--- config.mk ---
export PLATFORM = sky130hd
export DESIGN_NAME = ipv4_route_prefix_lookup_flat
export DESIGN_NICKNAME = d
export VERILOG_FILES = /design/src/rtl/rpl_pkg.sv /design/src/rtl/rpl_if.sv /design/src/rtl/rpl_ram.sv /design/src/rtl/rpl_front.sv /design/src/rtl/rpl_queue.sv /design/src/rtl/rpl_back.sv /design/src/rtl/ipv4_route_prefix_lookup.sv /design/src/flat_wrapper.sv
export VERILOG_INCLUDE_DIRS = /design/src /design/src/rtl
export SDC_FILE = /design/constraint.sdc
export NUM_CORES = 1
export LEC_CHECK = 0
export BUFFER_PORTS_ARGS = -buffer_cell sky130_fd_sc_hd__clkbuf_2
export CORE_ASPECT_RATIO = 1.25
export CORE_UTILIZATION = 45
export DETAILED_ROUTE_END_ITERATION = 7
export GPL_ROUTABILITY_DRIVEN = 1
export SYNTH_ARGS = -nofsm -noshare
export SYNTH_HDL_FRONTEND = slang
export SYNTH_SLANG_ARGS = --single-unit
--- constraint.sdc ---
create_clock -name clk -period 7.4 [get_ports clk]
set_input_delay 0.37 -clock clk [delete_from_list [all_inputs] [get_ports clk]]
set_output_delay 0.37 -clock clk [all_outputs]
set_load 0.1 [all_outputs]
--- src/rtl/ipv4_route_prefix_lookup_assert.svh ---
// Assertion macros for the route prefix lookup block.
// Included by files that check their own logic; needs no package.
`ifndef IPV4_ROUTE_PREFIX_LOOKUP_ASSERT_SVH
`define IPV4_ROUTE_PREFIX_LOOKUP_ASSERT_SVH
`ifndef SYNTHESIS
// Property must hold at every clock edge outside reset.
`define RPL_ASSERT(lbl, clk, rst, prop, msg) \
  lbl: assert property (@(posedge clk) disable iff (rst) (prop)) else $error(msg);
// Condition must never be seen outside reset.
`define RPL_NEVER(lbl, clk, rst, cond, msg) \
  lbl: assert property (@(posedge clk) disable iff (rst) !(cond)) else $error(msg);
`else
`define RPL_ASSERT(lbl, clk, rst, prop, msg)
`define RPL_NEVER(lbl, clk, rst, cond, msg)
`endif
`endif

--- src/rtl/rpl_pkg.sv ---
// Shared types, constants and functions of the route prefix lookup block.
// Used by the channel interfaces and every module of the block but rpl_ram.
package rpl_pkg;

  // Fixed field widths of the channels.
  localparam int ADDR_BITS      = 32;
  localparam int LEN_BITS       = 6;
  localparam int IDX_BITS       = 4;
  localparam int HOP_FIELD_BITS = 8;

  // Defaults for the top-level parameters.
  localparam int DEF_TABLE_ENTRIES = 16;
  localparam int DEF_HOP_BITS      = 8;

  // Longest prefix length; written lengths saturate here.
  localparam logic [LEN_BITS-1:0] PREFIX_LEN_MAX = LEN_BITS'(ADDR_BITS);

  // Command queue between the front and the back.
  localparam int QUEUE_DEPTH = 2;
  localparam int QPTR_BITS   = (QUEUE_DEPTH > 1) ? $clog2(QUEUE_DEPTH) : 1;
  localparam int QCNT_BITS   = $clog2(QUEUE_DEPTH + 1);

  typedef enum logic [0:0] {
    OP_LOOKUP = 1'b0,
    OP_WRITE  = 1'b1
  } op_t;

  typedef enum logic [1:0] {
    BK_IDLE,
    BK_SCAN,
    BK_DONE
  } back_state_t;

  // One classified command; key is the lookup address or the written prefix.
  typedef struct packed {
    op_t                       op;
    logic [ADDR_BITS-1:0]      key;
    logic [IDX_BITS-1:0]       idx;
    logic [LEN_BITS-1:0]       len;
    logic [HOP_FIELD_BITS-1:0] hop;
    logic                      enable;
  } cmd_t;

  // Queue activity, watched by the checks at the top level.
  typedef struct packed {
    logic [QCNT_BITS-1:0] count;
    logic                 push;
    logic                 pop;
  } q_status_t;

  // Mask that keeps the top len bits of an address, for len 0 to 32.
  function automatic logic [ADDR_BITS-1:0] top_mask(input logic [LEN_BITS-1:0] len);
    logic [ADDR_BITS-1:0] ones;
    ones = '1;
    return ~(ones >> len);
  endfunction

endpackage

--- src/rtl/rpl_if.sv ---
// Channel interfaces of the route prefix lookup block: request, result, config.
// Field widths come from rpl_pkg.
interface rpl_in_if import rpl_pkg::*; ();
  logic                      valid;
  logic                      ready;
  logic                      operation;
  logic [ADDR_BITS-1:0]      dest_addr;
  logic [IDX_BITS-1:0]       entry_index;
  logic [ADDR_BITS-1:0]      entry_prefix;
  logic [LEN_BITS-1:0]       entry_length;
  logic [HOP_FIELD_BITS-1:0] entry_hop;
  logic                      entry_enable;

  modport source (output valid, operation, dest_addr, entry_index, entry_prefix,
                  entry_length, entry_hop, entry_enable, input ready);
  modport sink (input valid, operation, dest_addr, entry_index, entry_prefix,
                entry_length, entry_hop, entry_enable, output ready);
endinterface

interface rpl_out_if import rpl_pkg::*; ();
  logic                      valid;
  logic                      ready;
  logic [HOP_FIELD_BITS-1:0] next_hop;
  logic                      matched;
  logic [LEN_BITS-1:0]       match_length;

  modport source (output valid, next_hop, matched, match_length, input ready);
  modport sink (input valid, next_hop, matched, match_length, output ready);
endinterface

interface rpl_cfg_if import rpl_pkg::*; ();
  logic                      valid;
  logic                      ready;
  logic [HOP_FIELD_BITS-1:0] default_hop;

  modport source (output valid, default_hop, input ready);
  modport sink (input valid, default_hop, output ready);
endinterface

--- src/rtl/rpl_ram.sv ---
// Generic single-write, single-read RAM with a registered read port.
// Standalone; no package needed.
module rpl_ram #(
  parameter int WIDTH = 8,
  parameter int DEPTH = 16,
  parameter int AW    = (DEPTH > 1) ? $clog2(DEPTH) : 1
) (
  input  logic             clk,
  input  logic             we,
  input  logic [AW-1:0]    waddr,
  input  logic [WIDTH-1:0] wdata,
  input  logic             re,
  input  logic [AW-1:0]    raddr,
  output logic [WIDTH-1:0] rdata
);

  logic [WIDTH-1:0] mem [DEPTH];

  // Write port.
  always_ff @(posedge clk) begin
    if (we) begin
      mem[waddr] <= wdata;
    end
  end

  // Registered read port.
  always_ff @(posedge clk) begin
    if (re) begin
      rdata <= mem[raddr];
    end
  end

endmodule

--- src/rtl/rpl_front.sv ---
// Front end: accepts request transfers and turns them into queue commands.
// Depends on rpl_pkg and the rpl_in_if interface.
module rpl_front import rpl_pkg::*; #(
  parameter int TABLE_ENTRIES = DEF_TABLE_ENTRIES
) (
  rpl_in_if.sink req,
  input  logic   q_ready,
  output logic   push,
  output cmd_t   cmd
);

  logic is_write;
  logic drop;

  // A request is taken whenever the queue has room.
  assign req.ready = q_ready;

  // Writes to a slot beyond the table are taken but not queued.
  assign is_write = (req.operation == OP_WRITE);
  assign drop     = is_write && (int'(req.entry_index) >= TABLE_ENTRIES);
  assign push     = req.valid && q_ready && !drop;

  // Build the command; lengths above the address width saturate.
  always_comb begin
    cmd.op     = is_write ? OP_WRITE : OP_LOOKUP;
    cmd.key    = is_write ? req.entry_prefix : req.dest_addr;
    cmd.idx    = req.entry_index;
    cmd.len    = (req.entry_length > PREFIX_LEN_MAX) ? PREFIX_LEN_MAX : req.entry_length;
    cmd.hop    = req.entry_hop;
    cmd.enable = req.entry_enable;
  end

endmodule

--- src/rtl/rpl_queue.sv ---
// Short command queue that decouples the front end from the lookup engine.
// Depends on rpl_pkg for the command type and depth.
module rpl_queue import rpl_pkg::*; (
  input  logic      clk,
  input  logic      rst,
  input  logic      push,
  input  cmd_t      push_cmd,
  output logic      ready,
  output logic      head_valid,
  output cmd_t      head,
  input  logic      pop,
  output q_status_t status
);

  cmd_t                 slots [QUEUE_DEPTH];
  logic [QPTR_BITS-1:0] wr_ptr;
  logic [QPTR_BITS-1:0] rd_ptr;
  logic [QCNT_BITS-1:0] count;

  assign ready      = (count != QCNT_BITS'(QUEUE_DEPTH));
  assign head_valid = (count != '0);
  assign head       = slots[rd_ptr];

  assign status.count = count;
  assign status.push  = push;
  assign status.pop   = pop;

  // Pointer and fill tracking.
  always_ff @(posedge clk) begin
    if (rst) begin
      wr_ptr <= '0;
      rd_ptr <= '0;
      count  <= '0;
    end else begin
      if (push) begin
        wr_ptr <= (wr_ptr == QPTR_BITS'(QUEUE_DEPTH - 1)) ? '0 : wr_ptr + 1'b1;
      end
      if (pop) begin
        rd_ptr <= (rd_ptr == QPTR_BITS'(QUEUE_DEPTH - 1)) ? '0 : rd_ptr + 1'b1;
      end
      if (push && !pop) begin
        count <= count + 1'b1;
      end else if (pop && !push) begin
        count <= count - 1'b1;
      end
    end
  end

  // Command storage.
  always_ff @(posedge clk) begin
    if (push) begin
      slots[wr_ptr] <= push_cmd;
    end
  end

endmodule

--- src/rtl/rpl_back.sv ---
// Back end: executes table writes and scans the route RAM for lookups.
// Depends on rpl_pkg, rpl_ram and the rpl_out_if interface.
module rpl_back import rpl_pkg::*; #(
  parameter int TABLE_ENTRIES = DEF_TABLE_ENTRIES,
  parameter int HOP_BITS      = DEF_HOP_BITS,
  parameter int HOP_W         = (HOP_BITS < HOP_FIELD_BITS) ? HOP_BITS : HOP_FIELD_BITS
) (
  input  logic             clk,
  input  logic             rst,
  input  logic             head_valid,
  input  cmd_t             head,
  output logic             pop,
  input  logic [HOP_W-1:0] default_hop,
  rpl_out_if.source        rsp
);

  localparam int IDX_W  = (TABLE_ENTRIES > 1) ? $clog2(TABLE_ENTRIES) : 1;
  localparam int CNT_W  = $clog2(TABLE_ENTRIES + 1);
  localparam int WORD_W = ADDR_BITS + LEN_BITS + HOP_W;

  back_state_t state, state_next;

  logic [TABLE_ENTRIES-1:0] valid;
  logic [CNT_W-1:0]         iss;
  logic                     pv;
  logic [IDX_W-1:0]         pidx;
  logic [ADDR_BITS-1:0]     dest;
  logic                     found;
  logic [LEN_BITS-1:0]      best_len;
  logic [HOP_W-1:0]         best_hop;

  logic                 ram_we;
  logic [IDX_W-1:0]     ram_waddr;
  logic [WORD_W-1:0]    ram_wdata;
  logic                 ram_re;
  logic [IDX_W-1:0]     ram_raddr;
  logic [WORD_W-1:0]    ram_rdata;

  logic [ADDR_BITS-1:0] e_prefix;
  logic [LEN_BITS-1:0]  e_len;
  logic [HOP_W-1:0]     e_hop;
  logic                 hit;
  logic                 take;
  logic                 last;
  logic                 more;
  logic                 load;

  // One RAM word per route: prefix, length, hop.
  rpl_ram #(
    .WIDTH (WORD_W),
    .DEPTH (TABLE_ENTRIES),
    .AW    (IDX_W)
  ) u_ram (
    .clk   (clk),
    .we    (ram_we),
    .waddr (ram_waddr),
    .wdata (ram_wdata),
    .re    (ram_re),
    .raddr (ram_raddr),
    .rdata (ram_rdata)
  );

  assign ram_waddr = IDX_W'(head.idx);
  assign ram_wdata = {head.key, head.len, head.hop[HOP_W-1:0]};

  // Compare the entry read in the previous cycle against the destination.
  assign e_prefix = ram_rdata[WORD_W-1 -: ADDR_BITS];
  assign e_len    = ram_rdata[HOP_W +: LEN_BITS];
  assign e_hop    = ram_rdata[HOP_W-1:0];
  assign hit      = pv && valid[pidx] && (((dest ^ e_prefix) & top_mask(e_len)) == '0);
  assign take     = hit && (!found || (e_len > best_len));
  assign last     = pv && (pidx == IDX_W'(TABLE_ENTRIES - 1));
  assign more     = (iss < CNT_W'(TABLE_ENTRIES));

  // Next state, queue pop and RAM control.
  always_comb begin
    state_next = state;
    pop        = 1'b0;
    ram_we     = 1'b0;
    ram_re     = 1'b0;
    ram_raddr  = '0;
    load       = 1'b0;
    unique case (state)
      BK_IDLE: begin
        if (head_valid) begin
          pop = 1'b1;
          if (head.op == OP_WRITE) begin
            ram_we = 1'b1;
          end else begin
            ram_re     = 1'b1;
            state_next = BK_SCAN;
          end
        end
      end
      BK_SCAN: begin
        if (more) begin
          ram_re    = 1'b1;
          ram_raddr = iss[IDX_W-1:0];
        end
        if (last) begin
          state_next = BK_DONE;
        end
      end
      BK_DONE: begin
        if (!rsp.valid || rsp.ready) begin
          load       = 1'b1;
          state_next = BK_IDLE;
        end
      end
      default: state_next = BK_IDLE;
    endcase
  end

  // State register and valid bits.
  always_ff @(posedge clk) begin
    if (rst) begin
      state <= BK_IDLE;
      valid <= '0;
    end else begin
      state <= state_next;
      if (ram_we) begin
        valid[ram_waddr] <= head.enable;
      end
    end
  end

  // Scan pointers and best-match tracking.
  always_ff @(posedge clk) begin
    if (rst) begin
      pv <= 1'b0;
    end else if (state == BK_IDLE && pop && head.op == OP_LOOKUP) begin
      dest     <= head.key;
      iss      <= CNT_W'(1);
      pv       <= 1'b1;
      pidx     <= '0;
      found    <= 1'b0;
      best_len <= '0;
    end else if (state == BK_SCAN) begin
      if (take) begin
        found    <= 1'b1;
        best_len <= e_len;
        best_hop <= e_hop;
      end
      pv <= more;
      if (more) begin
        pidx <= iss[IDX_W-1:0];
        iss  <= iss + 1'b1;
      end
    end
  end

  // Result register; holds until the transfer completes.
  always_ff @(posedge clk) begin
    if (rst) begin
      rsp.valid <= 1'b0;
    end else if (load) begin
      rsp.valid <= 1'b1;
    end else if (rsp.ready) begin
      rsp.valid <= 1'b0;
    end
  end

  always_ff @(posedge clk) begin
    if (load) begin
      rsp.next_hop     <= found ? HOP_FIELD_BITS'(best_hop) : HOP_FIELD_BITS'(default_hop);
      rsp.matched      <= found;
      rsp.match_length <= found ? best_len : '0;
    end
  end

endmodule

--- src/rtl/ipv4_route_prefix_lookup.sv ---
// Top level of the IPv4 longest-prefix route lookup block.
// Depends on rpl_pkg, rpl_if, rpl_front, rpl_queue, rpl_back and the assert header.

// The block keeps a table of TABLE_ENTRIES routes in a RAM and answers each
// lookup with the valid route of the longest matching prefix, the lowest slot
// winning a tie, or with default_hop when nothing matches. Request transfers
// go into a two-deep command queue, so the front accepts up to two items
// ahead of the engine. A write item is done in the idle state and returns
// no result. A lookup reads the first route from the idle state, then the
// scan reads one route per cycle from the single RAM read port, and the done
// state loads the result register when the result channel is free. The
// valid bits are flip-flops cleared by reset, so the block is ready right
// after reset. default_hop is set through the always-ready config channel.
`include "ipv4_route_prefix_lookup_assert.svh"

module ipv4_route_prefix_lookup import rpl_pkg::*; #(
  parameter int TABLE_ENTRIES = DEF_TABLE_ENTRIES,
  parameter int HOP_BITS      = DEF_HOP_BITS
) (
  input  logic      clk,
  input  logic      rst,
  rpl_in_if.sink    req,
  rpl_out_if.source rsp,
  rpl_cfg_if.sink   cfg
);

  localparam int HOP_W = (HOP_BITS < HOP_FIELD_BITS) ? HOP_BITS : HOP_FIELD_BITS;

  logic [HOP_W-1:0] default_hop;
  logic             push;
  cmd_t             push_cmd;
  logic             q_ready;
  logic             head_valid;
  cmd_t             head;
  logic             pop;
  q_status_t        q_stat;

  // Config register, masked to the hop width.
  assign cfg.ready = 1'b1;

  always_ff @(posedge clk) begin
    if (rst) begin
      default_hop <= '0;
    end else if (cfg.valid) begin
      default_hop <= cfg.default_hop[HOP_W-1:0];
    end
  end

  rpl_front #(
    .TABLE_ENTRIES (TABLE_ENTRIES)
  ) u_front (
    .req     (req),
    .q_ready (q_ready),
    .push    (push),
    .cmd     (push_cmd)
  );

  rpl_queue u_queue (
    .clk        (clk),
    .rst        (rst),
    .push       (push),
    .push_cmd   (push_cmd),
    .ready      (q_ready),
    .head_valid (head_valid),
    .head       (head),
    .pop        (pop),
    .status     (q_stat)
  );

  rpl_back #(
    .TABLE_ENTRIES (TABLE_ENTRIES),
    .HOP_BITS      (HOP_BITS),
    .HOP_W         (HOP_W)
  ) u_back (
    .clk         (clk),
    .rst         (rst),
    .head_valid  (head_valid),
    .head        (head),
    .pop         (pop),
    .default_hop (default_hop),
    .rsp         (rsp)
  );

  // Checks on the queue and the result register.
  `RPL_ASSERT(a_len_bound, clk, rst, rsp.valid |-> (rsp.match_length <= PREFIX_LEN_MAX), "match length above 32")
  `RPL_ASSERT(a_nomatch_len, clk, rst, (rsp.valid && !rsp.matched) |-> (rsp.match_length == '0), "unmatched result has nonzero length")
  `RPL_NEVER(a_pop_empty, clk, rst, q_stat.pop && (q_stat.count == '0), "pop from empty command queue")
  `RPL_NEVER(a_q_over, clk, rst, q_stat.count > QCNT_BITS'(QUEUE_DEPTH), "command queue overfilled")
  `RPL_ASSERT(a_q_grow, clk, rst, (q_stat.push && !q_stat.pop) |=> (q_stat.count == QCNT_BITS'($past(q_stat.count) + 1'b1)), "queue count did not advance on push")

endmodule
--- src/flat_wrapper.sv ---
// flat-port wrapper written by rule: the top's interface ports become plain ports
module ipv4_route_prefix_lookup_flat import rpl_pkg::*;
#(
  parameter int TABLE_ENTRIES = DEF_TABLE_ENTRIES,
  parameter int HOP_BITS      = DEF_HOP_BITS
)
  (clk, rst, req_valid, req_operation, req_dest_addr, req_entry_index, req_entry_prefix, req_entry_length, req_entry_hop, req_entry_enable, req_ready, rsp_valid, rsp_next_hop, rsp_matched, rsp_match_length, rsp_ready, cfg_valid, cfg_default_hop, cfg_ready);
  rpl_in_if req_i ();
  rpl_out_if rsp_i ();
  rpl_cfg_if cfg_i ();
  input  logic clk;
  input  logic rst;
  input wire logic [$bits(req_i.valid)-1:0] req_valid;
  input wire logic [$bits(req_i.operation)-1:0] req_operation;
  input wire logic [$bits(req_i.dest_addr)-1:0] req_dest_addr;
  input wire logic [$bits(req_i.entry_index)-1:0] req_entry_index;
  input wire logic [$bits(req_i.entry_prefix)-1:0] req_entry_prefix;
  input wire logic [$bits(req_i.entry_length)-1:0] req_entry_length;
  input wire logic [$bits(req_i.entry_hop)-1:0] req_entry_hop;
  input wire logic [$bits(req_i.entry_enable)-1:0] req_entry_enable;
  output wire logic [$bits(req_i.ready)-1:0] req_ready;
  output wire logic [$bits(rsp_i.valid)-1:0] rsp_valid;
  output wire logic [$bits(rsp_i.next_hop)-1:0] rsp_next_hop;
  output wire logic [$bits(rsp_i.matched)-1:0] rsp_matched;
  output wire logic [$bits(rsp_i.match_length)-1:0] rsp_match_length;
  input wire logic [$bits(rsp_i.ready)-1:0] rsp_ready;
  input wire logic [$bits(cfg_i.valid)-1:0] cfg_valid;
  input wire logic [$bits(cfg_i.default_hop)-1:0] cfg_default_hop;
  output wire logic [$bits(cfg_i.ready)-1:0] cfg_ready;
  assign req_i.valid = req_valid;
  assign req_i.operation = req_operation;
  assign req_i.dest_addr = req_dest_addr;
  assign req_i.entry_index = req_entry_index;
  assign req_i.entry_prefix = req_entry_prefix;
  assign req_i.entry_length = req_entry_length;
  assign req_i.entry_hop = req_entry_hop;
  assign req_i.entry_enable = req_entry_enable;
  assign req_ready = req_i.ready;
  assign rsp_valid = rsp_i.valid;
  assign rsp_next_hop = rsp_i.next_hop;
  assign rsp_matched = rsp_i.matched;
  assign rsp_match_length = rsp_i.match_length;
  assign rsp_i.ready = rsp_ready;
  assign cfg_i.valid = cfg_valid;
  assign cfg_i.default_hop = cfg_default_hop;
  assign cfg_ready = cfg_i.ready;
  ipv4_route_prefix_lookup #(.TABLE_ENTRIES(TABLE_ENTRIES), .HOP_BITS(HOP_BITS)) u_core (.clk(clk), .rst(rst), .req(req_i), .rsp(rsp_i), .cfg(cfg_i));
endmodule
* Yosys cells after proc, flatten, opt, wreduce, memory -nomap -nowiden *
Memory sizes are Yosys's and may differ from the RTL's. A register that Yosys moved wholly into a read port is not among the register bits.
Cells that the tools add are included.

word-level totals
  register bits = 103
  memory bits (writable) = 840
  input bits = 97
  output and inout port bits = 18
  word-level logic and storage cells = 123
  memories = 2

memories
  name                     depth  width  read ports  clocked after memory_dff  wr ports  RTL line         RTL
  u_core.u_back.u_ram.mem  16     46     1           1                         1         rpl_ram.sv:17    logic [WIDTH-1:0] mem [DEPTH];
  u_core.u_queue.slots     2      52     1           1                         1         rpl_queue.sv:15  cmd_t slots [QUEUE_DEPTH];

operators by class
  add/sub/neg operators = 5
  $lt $le $gt $ge = 6
  eq/ne operators = 8
  shifts and indexed selects = 1
  mux-type cells = 49
  bitwise logic cells = 6
  reductions and logical operators = 29

operators with widths
  kind                   count
  $and 32x32->32         1
  $logic_not 32->1       1
  $mux 32                1
  $not 32->32            1
  $shr 32x6->32 const A  1
  $xor 32x32->32         1
  $mux 1                 27
  $mux 6                 3
  $bwmux 16              1
  $mux 4                 4
  $mux 2                 6
  $reduce_bool 2->1      6
  $logic_and 1x1->1      10
  $lt 4x5->1 const B     2
  $mux 5                 2
  $mux 8                 1
  $ne 2x2->1 const B     4
  $reduce_and 4->1       2
  $gt 6x6->1             1
  $gt 6x6->1 const B     1
  $pmux 2 s3             1
  $reduce_and 3->1       2
  $add 5x1->5 const B    1
  $lt 5x5->1 const B     1
  other kinds (16)       23

* Longest topological paths before layout *
Gate-level depths: netlist of the first run.

  word-level depth = 8
  mapped depth = 9
  gate-level depth less buffers = 8

* Hierarchy *
Synthesis of the first run repeated with hierarchy kept, for this count alone.

second synthesis, totals
  cells, all modules = 1833
  area total of the unflattened synthesis = 38306.7 sq um

by module, submodules not included
  module                    times used  cells each  area an instance (sq um)  seq. area each (sq um)
  rpl_ram                   1           1191        28954.0                   23482.5
  rpl_back                  1           370         4365.4                    2532.4
  rpl_queue                 1           186         3992.6                    3223.1
  rpl_front                 1           58          698.2                     0.0
  ipv4_route_prefix_lookup  1           28          296.5                     160.2

* Worst setup path before layout of the first run *
OpenSTA, ideal clock, no wires.

  path type = register -> register
  from = reg u_core.u_queue.count[0]
  to = mem u_core.u_queue.slots[0][0] (netlist bit), enable pin
  setup time = 0.462 ns
  data arrival time = 3.655 ns
  data required time = 6.938 ns
  path slack = 3.283 ns
  cell stages (with the launch flop) = 4
  buffers on the path = 0
  period minus slack after synthesis = 4.117 ns
  cell sequence = dfxtp_1 nand2b_1 nand2_1 nor2_1

between the ends
  cells in the longest elaborated chain, start to end = 4

ends and longest elaborated chain
  what                          RTL line            RTL
  start, declared               rpl_queue.sv:18     logic [QCNT_BITS-1:0] count;
  start signal, assigned        rpl_queue.sv:42     count <= count + 1'b1;
  start signal, assigned        rpl_queue.sv:44     count <= count - 1'b1;
  $ne 2x2->1                    rpl_queue.sv:20     assign ready = (count != QCNT_BITS'(QUEUE_DEPTH));
  via req_ready                 flat_wrapper.sv:21  output wire logic [$bits(req_i.ready)-1:0] req_ready;
  $logic_and 1x1->1             rpl_front.sv:21     assign push = req.valid && q_ready && !drop;
  $mux 1                        rpl_queue.sv:51     if (push) begin
  $mux 1 (implied by the code)  rpl_queue.sv:52     slots[wr_ptr] <= push_cmd;
  end, declared                 rpl_queue.sv:15

The timed path passes the listed nets, and every way through them passes these cells.

==> run metrics, run 1 <==
Max clock buf depth 3; CP max stage cell nor2_4; Worst Hold Path Cells 2; Distinct cells, synth 51; R2R Setup Slk 3220 ps; register area share after synthesis 75.1%; die area 0.0882 mm2; Register-to-Register Path Depth 5; Area Growth Syn to Fin 13.3%; power density over the cells 326 mW/mm2; crit path kind register to register; Pleak 15.0 nW; CP cell instances mux2i_1, nor4_1, o21ai_1, nor2_4, buf_4; area fraction in compound gates after synthesis 5.99%; Post-Syn Area per Cell 16.8 um2; Slew @ Worst Pin 1150 ps; crit path launch type register; Die X 266 um; period utilization 56.5%; Tmin final 4180 ps; chip height 332 um; DR top layer met5; unrepaired setup endpoints after global routing false; Detailed Route Iter0 Violations 1531; crit-path leading delay family simple AND/OR/NAND/NOR gates; WL per Instance 24.0 um; vias in the first global route 20732; final count of pins violating max slew 0; worst skew pair latency 670 ps; Setup crit end kind register; Clock Sinks 990; initial antenna violation count 1; Fin. Hold Viols 0; met3 WL post-DR 4980 um; input/output buffers 113; drt pass-1 iters 6; commonest cells after routing, fill and taps aside edfxtp_1 (957), mux2i_1 (207), nand2_1 (203); GR Overflow Total 0; main combinational cell family by area after synthesis multiplexers; I/O pins 115; Syn Inst Count 2324; Max Fclk 239 MHz; starting density of the core 45.6%; fill cell count 7039; post-synthesis mux area share 10.6%; Multi-input gate area 0.00921 mm2; largest net degree at the start of global routing 159; Clock Skews 26.7 ps; final design utilization 51.6%; share of cells above drive strength 1 17.8%; synth warn 0; CTS tree built; final setup fails 0; total wire length 88600 um; R2R Path End u_core.u_back.u_ram.mem[12][39]$_DFFE_PP_; clk root buf clkbuf_16; most common cell after layout, fill and taps aside edfxtp_1; Setup TNS 0 ps; maximum VDD drop 0.229 mV; Core ar. 0.0859 mm2; Hold Crit Start req_entry_prefix[29]; postcts setup bufs 0; Via density 5.57; number of remaining DRC errors 0; crit-path max FO 24; Mapped Area 0.0391 mm2; Antenna diodes 0; Mapped Nets 2429; Top FF cell, synth edfxtp_1; crit-path max cell delay 970 ps; Rows 120; #FFs+latches synth 990; Post-Synth Adder-Cell Area 0.256%; status completed; simple-gate area share of the yosys netlist 5.38%; metal2 WL 44800 um; Critical Path RT 7700 ps; xor and xnor area share after synthesis 0.873%; Final ANT Viol Nets 0; post-DP HPWL 50100 um; Clock transition at path regs 60 ps; Hold Crit Class primary input to register; Reg area 0.0294 mm2; DRT met1 WL 36600 um; Slew headroom 23.0%; Hold Path Sink u_core.u_queue.slots[0][48]$_DFFE_PP_; maxcap violations 0; crit path DAT 4480 ps; CTS HTree Levels 3; synth top area cells edfxtp_1 (73%), mux2i_1 (5.3%), a211oi_1 (2.7%); Post-synth ARST share 0%; first-pass GRT wire length 131000 um; Synth top area share 73.4%; final weighted congestion in routability-driven placement 0.812; Post-synth EDFFs 957; buffer and inverter count on the worst path 1; Via Count 20611; CTS Buf Count 96; leading area contributor after synthesis edfxtp_1; overall routing resource usage 20.1%; Final nets 2566
==> registers in the layout (all words and copies together) (netlist names), 2 cells and up, named ones only <==
name and flops:
u_core.u_back.best_hop 8, u_core.u_back.state 2, u_core.u_back.best_len 6, u_core.u_back.rsp.match_length 6, u_core.u_back.rsp.next_hop 8, u_core.u_back.iss 5
u_core.u_back.u_ram.mem 736, u_core.u_back.pidx 4, u_core.default_hop 8, u_core.u_queue.count 2, u_core.u_back.u_ram.rdata 46, u_core.u_back.dest 32
u_core.u_back.valid 16, u_core.u_queue.slots 104
==> synthesized netlist by cell type (17+ instances only) <==
cell type / instances
edfxtp_1: 957
nor2_1: 61
and2_1: 17
nand2_1: 206
xnor2_1: 25
buf_2: 45
nor2b_1: 99
dfxtp_1: 33
clkbuf_1: 72
mux4_2: 46
a211oi_1: 139
a31oi_1: 50
a311oi_1: 46
mux2_2: 92
inv_1: 18
mux2i_1: 207
a21oi_1: 72
==> area by class of cell <==
class / count / share of cell area, %
Multi-Input combinational cell: 1175 / 20.8
Sequential cell: 990 / 66.3
Tap cell: 1159 / 3.27
Clock inverter: 55 / 1.02
Inverter: 18 / 0.152
Clock buffer: 123 / 5.79
Timing Repair Buffer: 180 / 2.66
==> power breakdown <==
| part | total [mW] | switching, mW | internal, mW |
|---|---|---|---|
| Clock | 4.69 | 2.03 | 2.66 |
| Sequential | 7.33 | 0.241 | 7.09 |
| Combinational | 2.44 | 1.69 | 0.749 |
| Total | 14.5 | 3.96 | 10.5 |
==> metrics by stage <==
stage	hold WS [ps]	worst slack [ps]	std cells	instance area (um2)	total power, mW
floorplan	400	3280	2324	39100	8.94
global placement	403	3230	3492	41000	9.82
detailed placement	407	3210	3492	41000	9.90
CTS	1.06	3190	3700	44300	14.6
global route	27.9	2900	3700	44300	15.0
finish	35.6	3220	3700	44300	14.5
==> worst register-to-register path: cells and delay by family, from the launching register on <==
family | cells | cell delay [ps]
and+or+nand+nor | 2 | 1790
AOI/OAI and AO/OA | 1 | 600
buffers and inverters | 1 | 560
DFF | 1 | 550
muxes | 1 | 300
==> routing by layer <==
layer  global-route usage [%]  vias up
li1                         -     9368
met1                     26.1    10458
met2                     34.2      640
met3                     3.19      143
met4                     7.01        2
met5                        0        -
==> cell families (layout without fill, tap and decap cells) <==
family                     count (synthesis)  count (layout)
DFF                                      990             990
muxes                                    345             345
buffers and inverters                    159             376
adders and majority gates                  8               8
and+or+nand+nor                          444             444
xor gates and xnor gates                  39              39
AOI/OAI and AO/OA                        338             338
other                                      1               1
==> worst max path at each step <==
| stage | end | cells after the start |
|---|---|---|
| finish | u_core.u_back.u_ram.mem[12][39]$_DFFE_PP_ | 5 |
| global route | u_core.u_back.u_ram.mem[12][40]$_DFFE_PP_ | 5 |
| floorplan | u_core.u_queue.slots[0][0]$_DFFE_PP_ | 3 |
| CTS | u_core.u_back.u_ram.mem[12][40]$_DFFE_PP_ | 5 |
| global placement | u_core.u_back.u_ram.mem[12][40]$_DFFE_PP_ | 5 |
| detailed placement | u_core.u_back.u_ram.mem[12][39]$_DFFE_PP_ | 5 |
==> timing repair <==
item | in CTS | in global routing
resized for setup | 0 | 0
hold buffers | 30 | 0
endpoints found under the hold margin | 45 | 0
Power figures use the tool's default switching activity.
==> run 2, diff against run 1 <==
clock period = 4.4 ns   (was 7.4 ns; I/O delays follow)
==> run 2 against run 1 <==
Against the previous run: clock skew fell by 1.4 ps; flip-flop and latch count unchanged; via count increased by 2.8%; core utilization increased by 1.0 points; critical path type unchanged; first-iteration DRC count up 19%; largest cell class unchanged.
==> run metrics, run 2 (synthesis results as in run 1) <==
status completed; I/O pins 115; biggest regs u_core.u_back.u_ram.mem (736), u_core.u_queue.slots (104), u_core.u_back.u_ram.rdata (46); fill cell count 7020; R2R Setup Slk 780 ps; maxcap violations 0; Max clock buf depth 3; crit-path max cell delay 750 ps; crit-path leading delay family simple AND/OR/NAND/NOR gates; post-DP HPWL 52200 um; Clock Skews 25.3 ps; Hold Crit Start cfg_valid; initial antenna violation count 0; Area Growth Syn to Fin 15.5%; Clock Sinks 990; Hold Path Sink u_core.default_hop[6]$_SDFFE_PP0P_; overall routing resource usage 21.0%; Rows 120; CP cell instances mux2i_1, nor4_1, nand2_1, nor2_4, buf_12, nor2_1, nor3_1; Slew headroom 14.8%; Final Non-Filler Cells 3782; Setup TNS 0 ps; share of cells above drive strength 1 18.0%; vias in the first global route 21562; buffer and inverter count on the worst path 1; Placed Cells 3514; die area 0.0882 mm2; Antenna diodes 0; Critical Path RT 4970 ps; postcts setup bufs 0; clk root buf clkbuf_16; crit path DAT 4180 ps; commonest cells after routing, fill and taps aside edfxtp_1 (957), mux2i_1 (207), nand2_1 (203); CTS HTree Levels 3; final weighted congestion in routability-driven placement 0.836; Hold Crit Class primary input to register; most common cell after layout, fill and taps aside edfxtp_1; WL per Instance 24.3 um; crit path launch type register; Top reg by flops u_core.u_back.u_ram.mem; final setup fails 0; chip height 332 um; worst skew pair latency 670 ps; starting density of the core 45.6%; crit-path max FO 31; Clock transition at path regs 60 ps; largest net degree at the start of global routing 174; CP max stage cell nor2_4; Die X 266 um; Via density 5.60; maximum VDD drop 0.324 mV; drt pass-1 iters 5; Tmin final 3620 ps; R2R Path End u_core.u_back.valid[11]$_SDFFE_PP0P_; Core ar. 0.0859 mm2; Fin. Hold Viols 0; power density over the cells 537 mW/mm2; CTS Buf Count 94; final count of pins violating max slew 0; Detailed Route Iter0 Violations 1826; number of remaining DRC errors 0; period utilization 82.2%; crit path kind register to register; first-pass GRT wire length 137000 um; total wire length 91900 um; Via Count 21179; max reg flops 736; GR Overflow Total 0; Worst Hold Path Cells 3; unrepaired setup endpoints after global routing false; Setup crit end kind register; Pleak 15.4 nW; input/output buffers 113; Slew @ Worst Pin 1270 ps; Final nets 2656; CTS tree built; Max Fclk 276 MHz; Register-to-Register Path Depth 7; Final ANT Viol Nets 0
==> run 2: worst reg2reg max path, cell delays in order, from the launching register on <==
cell and delay, ps:
dfxtp_4 620, mux2i_1 300, nor4_1 690, nand2_1 530, nor2_4 750, buf_12 350
nor2_1 90, nor3_1 190
==> run 2: final cells by class <==
class	instances	area (um2)	share of cell area (%)
clock inverters	54	472	1.04
inverters	18	67.6	0.149
repair buffers	272	2170	4.81
well taps	1159	1450	3.21
flip-flops and latches	990	29400	65.1
clock buffers	114	2430	5.37
multi-input cells	1175	9210	20.4
==> run 2: power by group <==
group          switching [mW]  internal, mW
Combinational            2.86          1.35
Sequential              0.441          11.9
Clock                    3.42          4.29
==> run 2: worst max path at each step <==
stage | start | to | cells past startpoint
2_1_floorplan | u_core.u_queue.count[0]$_SDFFE_PP0P_ | u_core.u_queue.slots[0][0]$_DFFE_PP_ | 3
3_3_place_gp | register | u_core.u_back.valid[11]$_SDFFE_PP0P_ | 7
3_5_place_dp | register | u_core.u_back.valid[11]$_SDFFE_PP0P_ | 7
4_1_cts | register | u_core.u_back.valid[11]$_SDFFE_PP0P_ | 7
5_1_grt | register | u_core.u_back.valid[11]$_SDFFE_PP0P_ | 7
6_report | register | u_core.u_back.valid[11]$_SDFFE_PP0P_ | 7
==> run 2: routing by layer <==
metal / routed length (um) / GRT usage [%] / share of wire [%]
met5: 0 / 0 / 0
met4: 1820 / 6.09 / 2.0
met3: 4600 / 2.50 / 5.0
met2: 47300 / 36.7 / 51
met1: 38200 / 27.5 / 42
==> run 2: stage by stage <==
stage | utilization, % | total power [mW] | cell area (um2) | setup slack, ps | hold slack, ps
floorplan | - | 15.0 | 39100 | 283 | 319
global placement | 48.1 | 16.6 | 41300 | 650 | 404
global route | 52.6 | 25.2 | 45200 | 521 | 91.8
detailed placement | 48.1 | 16.7 | 41300 | 764 | 413
finish | 52.6 | 24.3 | 45200 | 783 | 60.3
CTS | 52.6 | 24.5 | 45200 | 713 | 45.6
==> run 2: repair_timing <==
action	CTS	global route
resized for setup	0	0
hold endpoints to repair	113	0
hold buffers	100	0
